File: config.mk
export PLATFORM = sky130hd
export DESIGN_NAME = masked_byte_signature_scanner_unit
export DESIGN_NICKNAME = d
export VERILOG_FILES = /design/src/hw/rtl/mbss_pkg.sv /design/src/hw/rtl/mbss_front.sv /design/src/hw/rtl/mbss_queue.sv /design/src/hw/rtl/mbss_back.sv /design/src/hw/rtl/masked_byte_signature_scanner_unit.sv
export SDC_FILE = /design/constraint.sdc
export NUM_CORES = 1
export LEC_CHECK = 0
export ABC_AREA = 1
export BUFFER_PORTS_ARGS = -buffer_cell sky130_fd_sc_hd__buf_4
export CAP_MARGIN = 20
export CORE_MARGIN = 1
export CORE_UTILIZATION = 25
export CTS_CLUSTER_DIAMETER = 60
export CTS_CLUSTER_SIZE = 14
export DETAILED_ROUTE_END_ITERATION = 10
export GPL_ROUTABILITY_DRIVEN = 0
export GPL_TIMING_DRIVEN = 0
export HOLD_SLACK_MARGIN = 0.03
export REMOVE_ABC_BUFFERS = 1
export SLEW_MARGIN = 20
export SYNTH_ARGS = -nofsm -noshare
export SYNTH_HDL_FRONTEND = slang
export SYNTH_SLANG_ARGS = --single-unit
File: constraint.sdc
create_clock -name clock -period 9.05 [get_ports clock]
set_input_delay 1.81 -clock clock [delete_from_list [all_inputs] [get_ports clock]]
set_output_delay 1.81 -clock clock [all_outputs]
set_load 0.02 [all_outputs]
File: src/hw/rtl/mbss_pkg.sv
// ----------------------------------------------------------------------------
// mbss_pkg
// Shared types, register indexes and match-kind codes for the masked byte
// signature scanner.
// ----------------------------------------------------------------------------
package mbss_pkg;

   // configuration register indexes
   localparam logic [2:0] REG_PATTERN_LOW    = 3'd0;
   localparam logic [2:0] REG_PATTERN_HIGH   = 3'd1;
   localparam logic [2:0] REG_WILDCARD_MASK  = 3'd2;
   localparam logic [2:0] REG_PATTERN_LENGTH = 3'd3;
   localparam logic [2:0] REG_MATCH_KIND     = 3'd4;
   localparam logic [2:0] REG_REPORT_ALL     = 3'd5;

   localparam int CSR_INDEX_W = 3;
   localparam int CSR_DATA_W  = 64;

   // match kinds
   localparam logic [1:0] KIND_SIGNATURE = 2'd0;
   localparam logic [1:0] KIND_EXACT     = 2'd1;
   localparam logic [1:0] KIND_CASELESS  = 2'd2;

   localparam int REQ_TDATA_W = 8;
   localparam int RSP_TDATA_W = 40;
   localparam int OFFSET_OUT_W = 32;

   localparam int QUEUE_DEPTH = 4;
   localparam int QUEUE_PTR_W = 2;

   typedef struct packed {
      logic                    matched;
      logic [OFFSET_OUT_W-1:0] match_offset;
      logic [2:0]              confidence_quarters;
      logic                    buffer_done;
   } result_type;

   typedef struct packed {
      logic       valid;
      result_type word;
   } push_type;

   function automatic logic [7:0] fold_case(input logic [7:0] c);
      logic [7:0] r;
      r = c;
      if (c >= 8'h41 && c <= 8'h5A) begin
         r = c + 8'd32;
      end
      return r;
   endfunction

endpackage

File: src/hw/rtl/mbss_front.sv
// ----------------------------------------------------------------------------
// mbss_front
// Configuration registers, byte window, byte count and parallel window
// compare. Produces one result word per reported match or buffer end.
// ----------------------------------------------------------------------------
module mbss_front #(
   parameter int PATTERN_BYTES = 16,
   parameter int OFFSET_BITS   = 32
) (
   input  logic                               clock,
   input  logic                               reset,
   input  logic                               csr_we,
   input  logic [mbss_pkg::CSR_INDEX_W-1:0]   csr_index,
   input  logic [mbss_pkg::CSR_DATA_W-1:0]    csr_wdata,
   input  logic                               accept,
   input  logic [7:0]                         data_byte,
   input  logic                               last_in_buffer,
   output mbss_pkg::push_type                 push
);

   localparam int IDX_W = (PATTERN_BYTES > 1) ? $clog2(PATTERN_BYTES) : 1;
   localparam logic [4:0] DEPTH_LEN = 5'(PATTERN_BYTES);
   localparam logic [OFFSET_BITS-1:0] COUNT_MAX = '1;

   logic [63:0] pattern_low_ff;
   logic [63:0] pattern_high_ff;
   logic [15:0] wildcard_mask_ff;
   logic [4:0]  pattern_length_ff;
   logic [1:0]  match_kind_ff;
   logic        report_all_ff;

   logic [7:0]             window_ff [PATTERN_BYTES];
   logic [7:0]             window_in [PATTERN_BYTES];
   logic [OFFSET_BITS-1:0] seen_ff;
   logic [OFFSET_BITS-1:0] seen_in;
   logic                   found_ff;

   logic [4:0]              len;
   logic                    all_equal;
   logic                    all_wild;
   logic                    hit;
   logic                    report;
   logic [2:0]              conf;
   logic [OFFSET_BITS-1:0]  off_full;
   logic [63:0]             off_wide;
   logic [mbss_pkg::OFFSET_OUT_W-1:0] off_out;

   always_ff @(posedge clock) begin
      if (reset) begin
         pattern_low_ff    <= '0;
         pattern_high_ff   <= '0;
         wildcard_mask_ff  <= '0;
         pattern_length_ff <= 5'd1;
         match_kind_ff     <= mbss_pkg::KIND_SIGNATURE;
         report_all_ff     <= 1'b0;
      end else if (csr_we) begin
         case (csr_index)
            mbss_pkg::REG_PATTERN_LOW:    pattern_low_ff    <= csr_wdata;
            mbss_pkg::REG_PATTERN_HIGH:   pattern_high_ff   <= csr_wdata;
            mbss_pkg::REG_WILDCARD_MASK:  wildcard_mask_ff  <= csr_wdata[15:0];
            mbss_pkg::REG_PATTERN_LENGTH: pattern_length_ff <= csr_wdata[4:0];
            mbss_pkg::REG_MATCH_KIND:     match_kind_ff     <= csr_wdata[1:0];
            mbss_pkg::REG_REPORT_ALL:     report_all_ff     <= csr_wdata[0];
            default: ;
         endcase
      end
   end

   always_comb begin
      logic [127:0] pattern;
      logic [4:0]   idx;
      logic [7:0]   d;
      logic [7:0]   p;

      pattern = {pattern_high_ff, pattern_low_ff};
      len = (pattern_length_ff > DEPTH_LEN) ? DEPTH_LEN : pattern_length_ff;

      window_in[0] = data_byte;
      for (int k = 1; k < PATTERN_BYTES; k++) begin
         window_in[k] = window_ff[k-1];
      end
      seen_in = (seen_ff == COUNT_MAX) ? seen_ff : seen_ff + 1'b1;

      all_equal = 1'b1;
      all_wild  = 1'b1;
      idx = '0;
      d   = '0;
      p   = '0;
      for (int j = 0; j < PATTERN_BYTES; j++) begin
         if (5'(j) < len) begin
            idx = len - 5'd1 - 5'(j);
            d   = window_in[idx[IDX_W-1:0]];
            p   = pattern[8*j +: 8];
            case (match_kind_ff)
               mbss_pkg::KIND_SIGNATURE: begin
                  all_wild = all_wild & wildcard_mask_ff[j];
                  if (!wildcard_mask_ff[j] && d != p) begin
                     all_equal = 1'b0;
                  end
               end
               mbss_pkg::KIND_CASELESS: begin
                  if (mbss_pkg::fold_case(d) != mbss_pkg::fold_case(p)) begin
                     all_equal = 1'b0;
                  end
               end
               default: begin
                  // exact string, also for the unused code
                  if (d != p) begin
                     all_equal = 1'b0;
                  end
               end
            endcase
         end
      end

      hit = (len != 5'd0) && (seen_in >= OFFSET_BITS'(len)) && all_equal;

      if (match_kind_ff == mbss_pkg::KIND_SIGNATURE) begin
         conf = all_wild ? 3'd2 : ((len < 5'd4) ? len[2:0] : 3'd4);
      end else begin
         conf = 3'd4;
      end

      report = hit && ((match_kind_ff == mbss_pkg::KIND_SIGNATURE && report_all_ff)
                       || !found_ff);

      off_full = (seen_in == COUNT_MAX) ? seen_in : seen_in - OFFSET_BITS'(len);
      off_wide = 64'(off_full);
      off_out  = (|off_wide[63:32]) ? '1 : off_wide[31:0];

      push.valid                    = accept && (report || last_in_buffer);
      push.word.matched             = report;
      push.word.match_offset        = report ? off_out : '0;
      push.word.confidence_quarters = report ? conf : 3'd0;
      push.word.buffer_done         = last_in_buffer;
   end

   always_ff @(posedge clock) begin
      if (reset) begin
         for (int k = 0; k < PATTERN_BYTES; k++) begin
            window_ff[k] <= '0;
         end
         seen_ff  <= '0;
         found_ff <= 1'b0;
      end else if (accept) begin
         if (last_in_buffer) begin
            for (int k = 0; k < PATTERN_BYTES; k++) begin
               window_ff[k] <= '0;
            end
            seen_ff  <= '0;
            found_ff <= 1'b0;
         end else begin
            window_ff <= window_in;
            seen_ff   <= seen_in;
            found_ff  <= found_ff | hit;
         end
      end
   end

endmodule

File: src/hw/rtl/mbss_queue.sv
// ----------------------------------------------------------------------------
// mbss_queue
// Small result word queue between the scan front and the output stage.
// ----------------------------------------------------------------------------
module mbss_queue (
   input  logic                 clock,
   input  logic                 reset,
   input  mbss_pkg::push_type   push,
   input  logic                 pop,
   output logic                 full,
   output logic                 empty,
   output mbss_pkg::result_type head
);

   mbss_pkg::result_type mem_ff [mbss_pkg::QUEUE_DEPTH];
   logic [mbss_pkg::QUEUE_PTR_W-1:0] wr_ptr_ff;
   logic [mbss_pkg::QUEUE_PTR_W-1:0] rd_ptr_ff;
   logic [mbss_pkg::QUEUE_PTR_W:0]   count_ff;
   logic                             do_push;
   logic                             do_pop;

   assign full    = (count_ff == (mbss_pkg::QUEUE_PTR_W+1)'(mbss_pkg::QUEUE_DEPTH));
   assign empty   = (count_ff == '0);
   assign do_push = push.valid && !full;
   assign do_pop  = pop && !empty;
   assign head    = mem_ff[rd_ptr_ff];

   always_ff @(posedge clock) begin
      if (do_push) begin
         mem_ff[wr_ptr_ff] <= push.word;
      end
   end

   always_ff @(posedge clock) begin
      if (reset) begin
         wr_ptr_ff <= '0;
         rd_ptr_ff <= '0;
         count_ff  <= '0;
      end else begin
         if (do_push) begin
            wr_ptr_ff <= wr_ptr_ff + 1'b1;
         end
         if (do_pop) begin
            rd_ptr_ff <= rd_ptr_ff + 1'b1;
         end
         case ({do_push, do_pop})
            2'b10:   count_ff <= count_ff + 1'b1;
            2'b01:   count_ff <= count_ff - 1'b1;
            default: ;
         endcase
      end
   end

endmodule

File: src/hw/rtl/mbss_back.sv
// ----------------------------------------------------------------------------
// mbss_back
// Output register stage: takes words from the queue and drives the result
// stream.
// ----------------------------------------------------------------------------
module mbss_back (
   input  logic                                clock,
   input  logic                                reset,
   input  logic                                head_valid,
   input  mbss_pkg::result_type                head,
   output logic                                pop,
   output logic                                rsp_tvalid,
   input  logic                                rsp_tready,
   output logic [mbss_pkg::RSP_TDATA_W-1:0]    rsp_tdata,
   output logic                                rsp_tuser,
   output logic                                rsp_tlast
);

   logic                 out_valid_ff;
   mbss_pkg::result_type out_word_ff;

   assign pop = head_valid && (!out_valid_ff || rsp_tready);

   always_ff @(posedge clock) begin
      if (reset) begin
         out_valid_ff <= 1'b0;
      end else if (!out_valid_ff || rsp_tready) begin
         out_valid_ff <= head_valid;
      end
   end

   always_ff @(posedge clock) begin
      if (pop) begin
         out_word_ff <= head;
      end
   end

   assign rsp_tvalid = out_valid_ff;
   assign rsp_tdata  = {5'd0, out_word_ff.confidence_quarters, out_word_ff.match_offset};
   assign rsp_tuser  = out_word_ff.matched;
   assign rsp_tlast  = out_word_ff.buffer_done;

endmodule

File: src/hw/rtl/masked_byte_signature_scanner_unit.sv
// ----------------------------------------------------------------------------
// masked_byte_signature_scanner_unit
// Scans a byte stream for a masked signature or a string of up to
// PATTERN_BYTES bytes and reports match offsets per buffer.
// ----------------------------------------------------------------------------
// One byte is taken every cycle; all window positions are compared in
// parallel in the same cycle the byte arrives. A word is produced for each
// reported match and for the last byte of every buffer; it passes through the
// queue and the output register. A four-word queue sits between the scanner
// and the output register, so the input keeps flowing while the result side
// is briefly stalled; input ready drops only when that queue is full. The
// user must make configuration writes only while idle; this is not enforced.
module masked_byte_signature_scanner_unit #(
   parameter int PATTERN_BYTES = 16,
   parameter int OFFSET_BITS   = 32
) (
   input  logic                                clock,
   input  logic                                reset,
   input  logic                                req_tvalid,
   output logic                                req_tready,
   input  logic [mbss_pkg::REQ_TDATA_W-1:0]    req_tdata,  // [7:0] data_byte
   input  logic                                req_tlast,  // last_in_buffer
   output logic                                rsp_tvalid,
   input  logic                                rsp_tready,
   output logic [mbss_pkg::RSP_TDATA_W-1:0]    rsp_tdata,  // [31:0] match_offset,
                                                           // [34:32] confidence_quarters
   output logic                                rsp_tuser,  // matched
   output logic                                rsp_tlast,  // buffer_done
   input  logic                                csr_we,
   input  logic [mbss_pkg::CSR_INDEX_W-1:0]    csr_index,
   input  logic [mbss_pkg::CSR_DATA_W-1:0]     csr_wdata
);

   logic                 accept;
   logic                 queue_full;
   logic                 queue_empty;
   logic                 pop;
   mbss_pkg::push_type   push;
   mbss_pkg::result_type head;

   assign req_tready = !queue_full;
   assign accept     = req_tvalid && req_tready;

   mbss_front #(
      .PATTERN_BYTES (PATTERN_BYTES),
      .OFFSET_BITS   (OFFSET_BITS)
   ) u_front (
      .clock          (clock),
      .reset          (reset),
      .csr_we         (csr_we),
      .csr_index      (csr_index),
      .csr_wdata      (csr_wdata),
      .accept         (accept),
      .data_byte      (req_tdata[7:0]),
      .last_in_buffer (req_tlast),
      .push           (push)
   );

   mbss_queue u_queue (
      .clock (clock),
      .reset (reset),
      .push  (push),
      .pop   (pop),
      .full  (queue_full),
      .empty (queue_empty),
      .head  (head)
   );

   mbss_back u_back (
      .clock      (clock),
      .reset      (reset),
      .head_valid (!queue_empty),
      .head       (head),
      .pop        (pop),
      .rsp_tvalid (rsp_tvalid),
      .rsp_tready (rsp_tready),
      .rsp_tdata  (rsp_tdata),
      .rsp_tuser  (rsp_tuser),
      .rsp_tlast  (rsp_tlast)
   );

endmodule

[Word level (Yosys, flattened, before mapping)]
Memories as Yosys holds them, arrays and structs flattened. A register that Yosys moved wholly into a read port is not among the register bits.
Cells that the tools add are included.
Cells by class
  add/subtract/negate cells: 54
  $lt $le $gt $ge: 99
  equality and inequality tests: 43
  mux-type cells: 270
  bitwise gates (word level): 32
  reductions and logical operators: 91
Operator list (count)
  $mux 8: 128
  $bmux 8 s4: 16
  $add 8x6->8 const B: 32
  $ge 8x7->1 const B: 32
  $le 8x7->1 const B: 32
  $ne 8x8->1: 32
  $mux 128: 1
  $mux 32: 4
  $mux 1: 99
  $ge 5x5->1 const B: 16
  $not 4->5: 16
  $eq 32x32->1 const B: 2
  $logic_and 1x1->1: 57
  $lt 4x5->1 const A: 8
  $add 32x1->32 const B: 1
  $ge 32x5->1: 1
  $pmux 1 s2: 16
  $sub 32x5->32: 1
  $sub 4x4->4 const B: 8
  $logic_not 1->1: 20
  $lt 3x5->1 const A: 4
  $sub 4x3->4 const B: 4
  $and 1x1->1: 15
  $mux 3: 4
  other kinds (23): 40
Storage, ports and cells
  flip-flop bits (word level): 313
  RAM bits: 148
  output and inout bits: 44
  word-level logic and storage cells: 617
  memories: 1
Memories
  u_queue.mem_ff: depth 4, width 37, read ports 1, clocked after Yosys merged registers in 1, write ports 1, RTL line mbss_queue.sv:15  | mbss_pkg::result_type mem_ff [mbss_pkg::QUEUE_DEPTH];

[Depth between registers and ports, before layout]
  depth after elaboration: 68
  depth in mapped cells: 47

[Modules after synthesis]
Synthesis repeated with hierarchy kept, for this count alone.
Unflattened totals
  cells, all modules: 5301
  area total of the unflattened synthesis: 34008.9 um^2
By module, submodules not included
  mbss_front: times used 1, cells an instance 4820, area an instance 26819.5 um^2, sequential area each 6105.9 um^2
  mbss_queue: times used 1, cells an instance 428, area an instance 5972.0 um^2, sequential area each 4624.4 um^2
  mbss_back: times used 1, cells an instance 49, area an instance 1199.9 um^2, sequential area each 1131.1 um^2
  masked_byte_signature_scanner_unit: times used 1, cells an instance 4, area an instance 17.5 um^2, sequential area each 0.0 um^2

[Least setup slack after synthesis]
Ideal clock, no wire load.
  kind: reg2reg
  start: register u_front.pattern_length_ff[0]
  end: memory u_queue.mem_ff[0][0] (netlist name) (enable)
  setup time: 431 ps
  data arrival time: 6491 ps
  required time: 8619 ps
  setup slack: 2127 ps
  stages on the path, launching flop included: 35
  path buffers: 7
  cells stage by stage: dfxtp_1 -> buf_4 -> nor2_8 -> nand2_1 -> nand2_2 -> nand2_2 -> buf_2 -> buf_1 -> ha_1 -> inv_1 -> clkbuf_1 -> clkbuf_1 -> ha_1 -> clkbuf_1 -> inv_1 -> clkbuf_1 -> nand3_1 -> nand3_1 -> nand2_1 -> ha_1 -> inv_1 -> nand4_1 -> nand3_1 -> nand2_1 -> inv_1 -> nand2_1 -> nand2_1 -> nand2_1 -> o21ai_0 -> nand3_1 -> nor2_2 -> nand2_2 -> inv_2 -> o21ai_2 -> nor2_1
RTL lines
  from (decl): RTL line mbss_front.sv:28  | logic [4:0] pattern_length_ff;
  from (signal assigned): RTL line mbss_front.sv:61  | mbss_pkg::REG_PATTERN_LENGTH: pattern_length_ff <= csr_wdata[4:0];
  to (decl): RTL line mbss_queue.sv:15

==> results by group <==
Run status
  – Status: finished clean

Pwr
  – Pint: 4.46 mW
  – Cell Pwr Density: roughly 190 mW/mm2
  – VDD IR max: approximately 0.14 mV
  – Leak: 16.3 nW
  – Combinational group share of total power: 35.8%
  – Clock power frac: 28.5%
  – P_sw: 2.91 mW
  – Register share of total power: roughly 36%
  – Switching part of the total power: 39.5%

Critical path
  – Setup CP Type: register to register
  – CP max-delay cell: clkinv_1
  – Worst R2R End: u_queue.count_ff[2]
  – Reg2reg path depth: 35
  – Required time of the critical path: about 9.6 ns
  – Setup crit end kind: register
  – Reg2Reg Setup Slack: 0.34 ns
  – Crit path largest cell delay: 0.61 ns
  – Setup crit start: u_front.pattern_length_ff[0]
  – Startpoint Class: register
  – R2r startpoint: u_front.pattern_length_ff[0]
  – Data arrival, critical path: 9.27 ns
  – Critical path peak fanout: between 100 and 150

Floorplanning
  – Ports: 125
  – Row count: 134
  – Die span in y: 371 um
  – Die width: about 370 um
  – Die Area: roughly 0.14 mm2
  – Initial core utilization: 25.3%
  – Core Region: 0.134 mm2

Detailed routing
  – 1st-iter DRT viols: between 4000 and 5000
  – Average wire per standard cell: 17.8 um
  – Remaining DRCs: 0
  – Vias: 36000
  – ANT nets after route: 0
  – Final wirelength: around 130 mm
  – DRT Pass-1 Iters: 7
  – Via/cell ratio: 5.07

CTS
  – CTS clk-pin slew, worst paths: 0.07 ns
  – Hold buffers post-CTS: 0
  – CTS tree: yes
  – Clock tree buffer depth: 3
  – CTS buffer count: 49
  – H-tree levels: 2
  – Worst skew pair latency: 0.64 ns
  – Clock sinks: 498
  – Root Buffer: clkbuf_16

Timing
  – Final hold viol count: 0
  – Normalized max-slew margin: 28.6%
  – Slew @ Worst Pin: roughly 1.1 ns
  – Max Clock Skew: between 0.02 and 0.025 ns
  – RSZ-0062 raised after global routing: yes
  – Final cycle utilization of the critical path: 96.2%
  – Final Setup Violations: 0
  – Fin. max-slew vios: 0
  – Final min period: 8.71 ns
  – Maximum operating frequency: about 110 MHz

Final layout
  – Non-filler cells in the finished layout: slightly above 7000
  – Fin nets: about 5400
  – Fraction of layout cells with a size suffix above 1: 6.04%
  – P&R area growth vs syn: 14.1%
  – Post-layout util: between 20 and 30%

Min path
  – Hold_sp: u_queue.count_ff[0]
  – Hold EP: u_queue.count_ff[0]
  – WHS Path Cells: 1
  – Hold Crit Class: register to register

GRT
  – Overall Global Routing Usage: 17.7%
  – First-pass GRT wire length: about 190 mm
  – Initial antenna violation count: 3
  – Total global routing overflow: 0
  – Vias in the first global route: 32000
  – Largest net degree at the start of global routing: 120

Yosys
  – Share of the synthesized area in the top cell type: 18.5%
  – Async SR Flop Fraction: 0%
  – Number of enable flip-flop cells after synthesis: between 150 and 200
  – Top cells by area, synth: nand2_1 18%, dfxtp_1 18%, edfxtp_1 16%, nand3_1 15%, a21oi_1 4.6%
  – Synth Register Bits: 498
  – YS warnings: 0
  – Sequential area share after synthesis: 34.8%
  – Top cells by count, synth: 1675 x nand2_1, 1024 x nand3_1, 416 x inv_1, 380 x nor2_1
  – Syn_area_per_cell: 6.39 um2
  – Mapped Area: 0.0340 mm2
  – Synth unique cells: 49
  – Cell taking the most area after synthesis: nand2_1
  – Count leader, synth: nand2_1
  – Post-synth top flop: dfxtp_1
  – Post-Synthesis Cells: about 5300

Place
  – I/O Buffers: 119
  – Dpl hpwl: approximately 95 mm
  – Placed Cells: roughly 7000

Flow run
  – Max-Cap Viols: 0
-- logic make-up (layout without fill, tap and decap cells) --
family | count (synthesis) | in the layout | share of synthesized area (%)
compound gates | 665 | 665 | 10.1
xor+xnor | 115 | 115 | 3.10
fa+ha+maj | 53 | 53 | 1.99
buf+inv | 699 | 701 | 8.30
flops | 498 | 498 | 34.8
other cells | 1 | 7 | 0.0110
simple gates | 3291 | 3291 | 41.8
-- placed cells by master (no fill, tap or decap), drive strengths merged, types with 37 or more instances in the layout --
cell type / count
nand2: 1684
nand4: 81
ha: 51
nor2: 386
xor2: 85
buf: 182
o21ai: 297
clkbuf: 69
a21oi: 314
o22ai: 37
nand3: 1026
dfxtp: 313
nor3: 51
nand3b: 37
inv: 432
edfxtp: 185
-- power by group through the flow --
stage	logic (mW)	clock network (mW)	registers, mW
CTS	2.58	2.14	2.64
finish	2.64	2.10	2.63
global placement	2.42	0	2.75
floorplan	1.47	0	2.80
detailed placement	2.58	0	2.69
global route	2.91	2.23	2.65
-- area by class of cell --
class	instances	area [um2]
timing repair buffer	183	1990
tap	1768	2210
sequential	498	11800
multi-input combinational	4129	19600
inverter	429	1640
antenna	2	5.00
clock buffer	68	1330
clock inverter	21	238
fill	14700	95500
-- sequential cells by signal, summed over array words and instances (netlist names) --
signal                     cells
u_back.rsp_tdata              35
u_front.match_kind_ff          2
u_back.rsp_tuser               1
u_queue.wr_ptr_ff              2
u_front.pattern_high_ff       64
u_back.rsp_tvalid              1
u_queue.mem_ff               148
u_queue.count_ff               3
u_back.rsp_tlast               1
u_front.seen_ff               32
u_front.window_ff            120
u_front.report_all_ff          1
u_front.wildcard_mask_ff      16
u_front.found_ff               1
u_queue.rd_ptr_ff              2
u_front.pattern_length_ff      5
u_front.pattern_low_ff        64
-- timing repair --
item                                    4_1_cts  5_1_grt
resized for setup                             7        3
pin swaps                                     0        2
cloned                                        0        1
buffers inserted                              0       31
endpoints found under the setup margin      147      148
-- stage by stage --
stage	setup WS (ns)	cell area, um2	total power, mW	setup TNS [ns]	hold WS, ns
after global placement	-14.24	35900	5.17	-5113.57	0.438
after global routing	-0.169	38800	7.78	-0.253	0.487
after detailed placement	-0.557	36800	5.26	-58.65	0.449
after floorplan	-5.31	32800	4.26	-1354.08	0.425
final	0.340	38800	7.37	0	0.455
after CTS	0.0933	38400	7.36	0	0.459
-- per-layer routing --
| metal | part of all wire [%] | track usage, % |
|---|---|---|
| met1 | 44 | 24.7 |
| met2 | 44 | 27.4 |
| met3 | 8.2 | 2.65 |
| met5 | 0.016 | 0 |
| met4 | 3.9 | 6.64 |
-- worst max-delay path: cells and delay by family, from the launching register on --
kind / cells / cell delay [ns]
buf+inv: 6 / 1.85
simple gates: 19 / 3.82
fa+ha+maj: 4 / 1.47
compound gates: 6 / 0.69
flops: 1 / 0.47
-- worst max path at each step --
| stage | cells past startpoint | endpoint | slack [ns] |
|---|---|---|---|
| after floorplan | 31 | u_queue.mem_ff[0][0] | -5.31 |
| after global placement | 28 | u_queue.mem_ff[3][31] | -14.24 |
| after detailed placement | 27 | u_queue.mem_ff[2][31] | -0.56 |
| after CTS | 39 | u_queue.count_ff[2] | 0.09 |
| after global routing | 40 | u_queue.count_ff[2] | -0.17 |
| final | 35 | u_queue.count_ff[2] | 0.34 |
(Power assumes the default switching activity.)
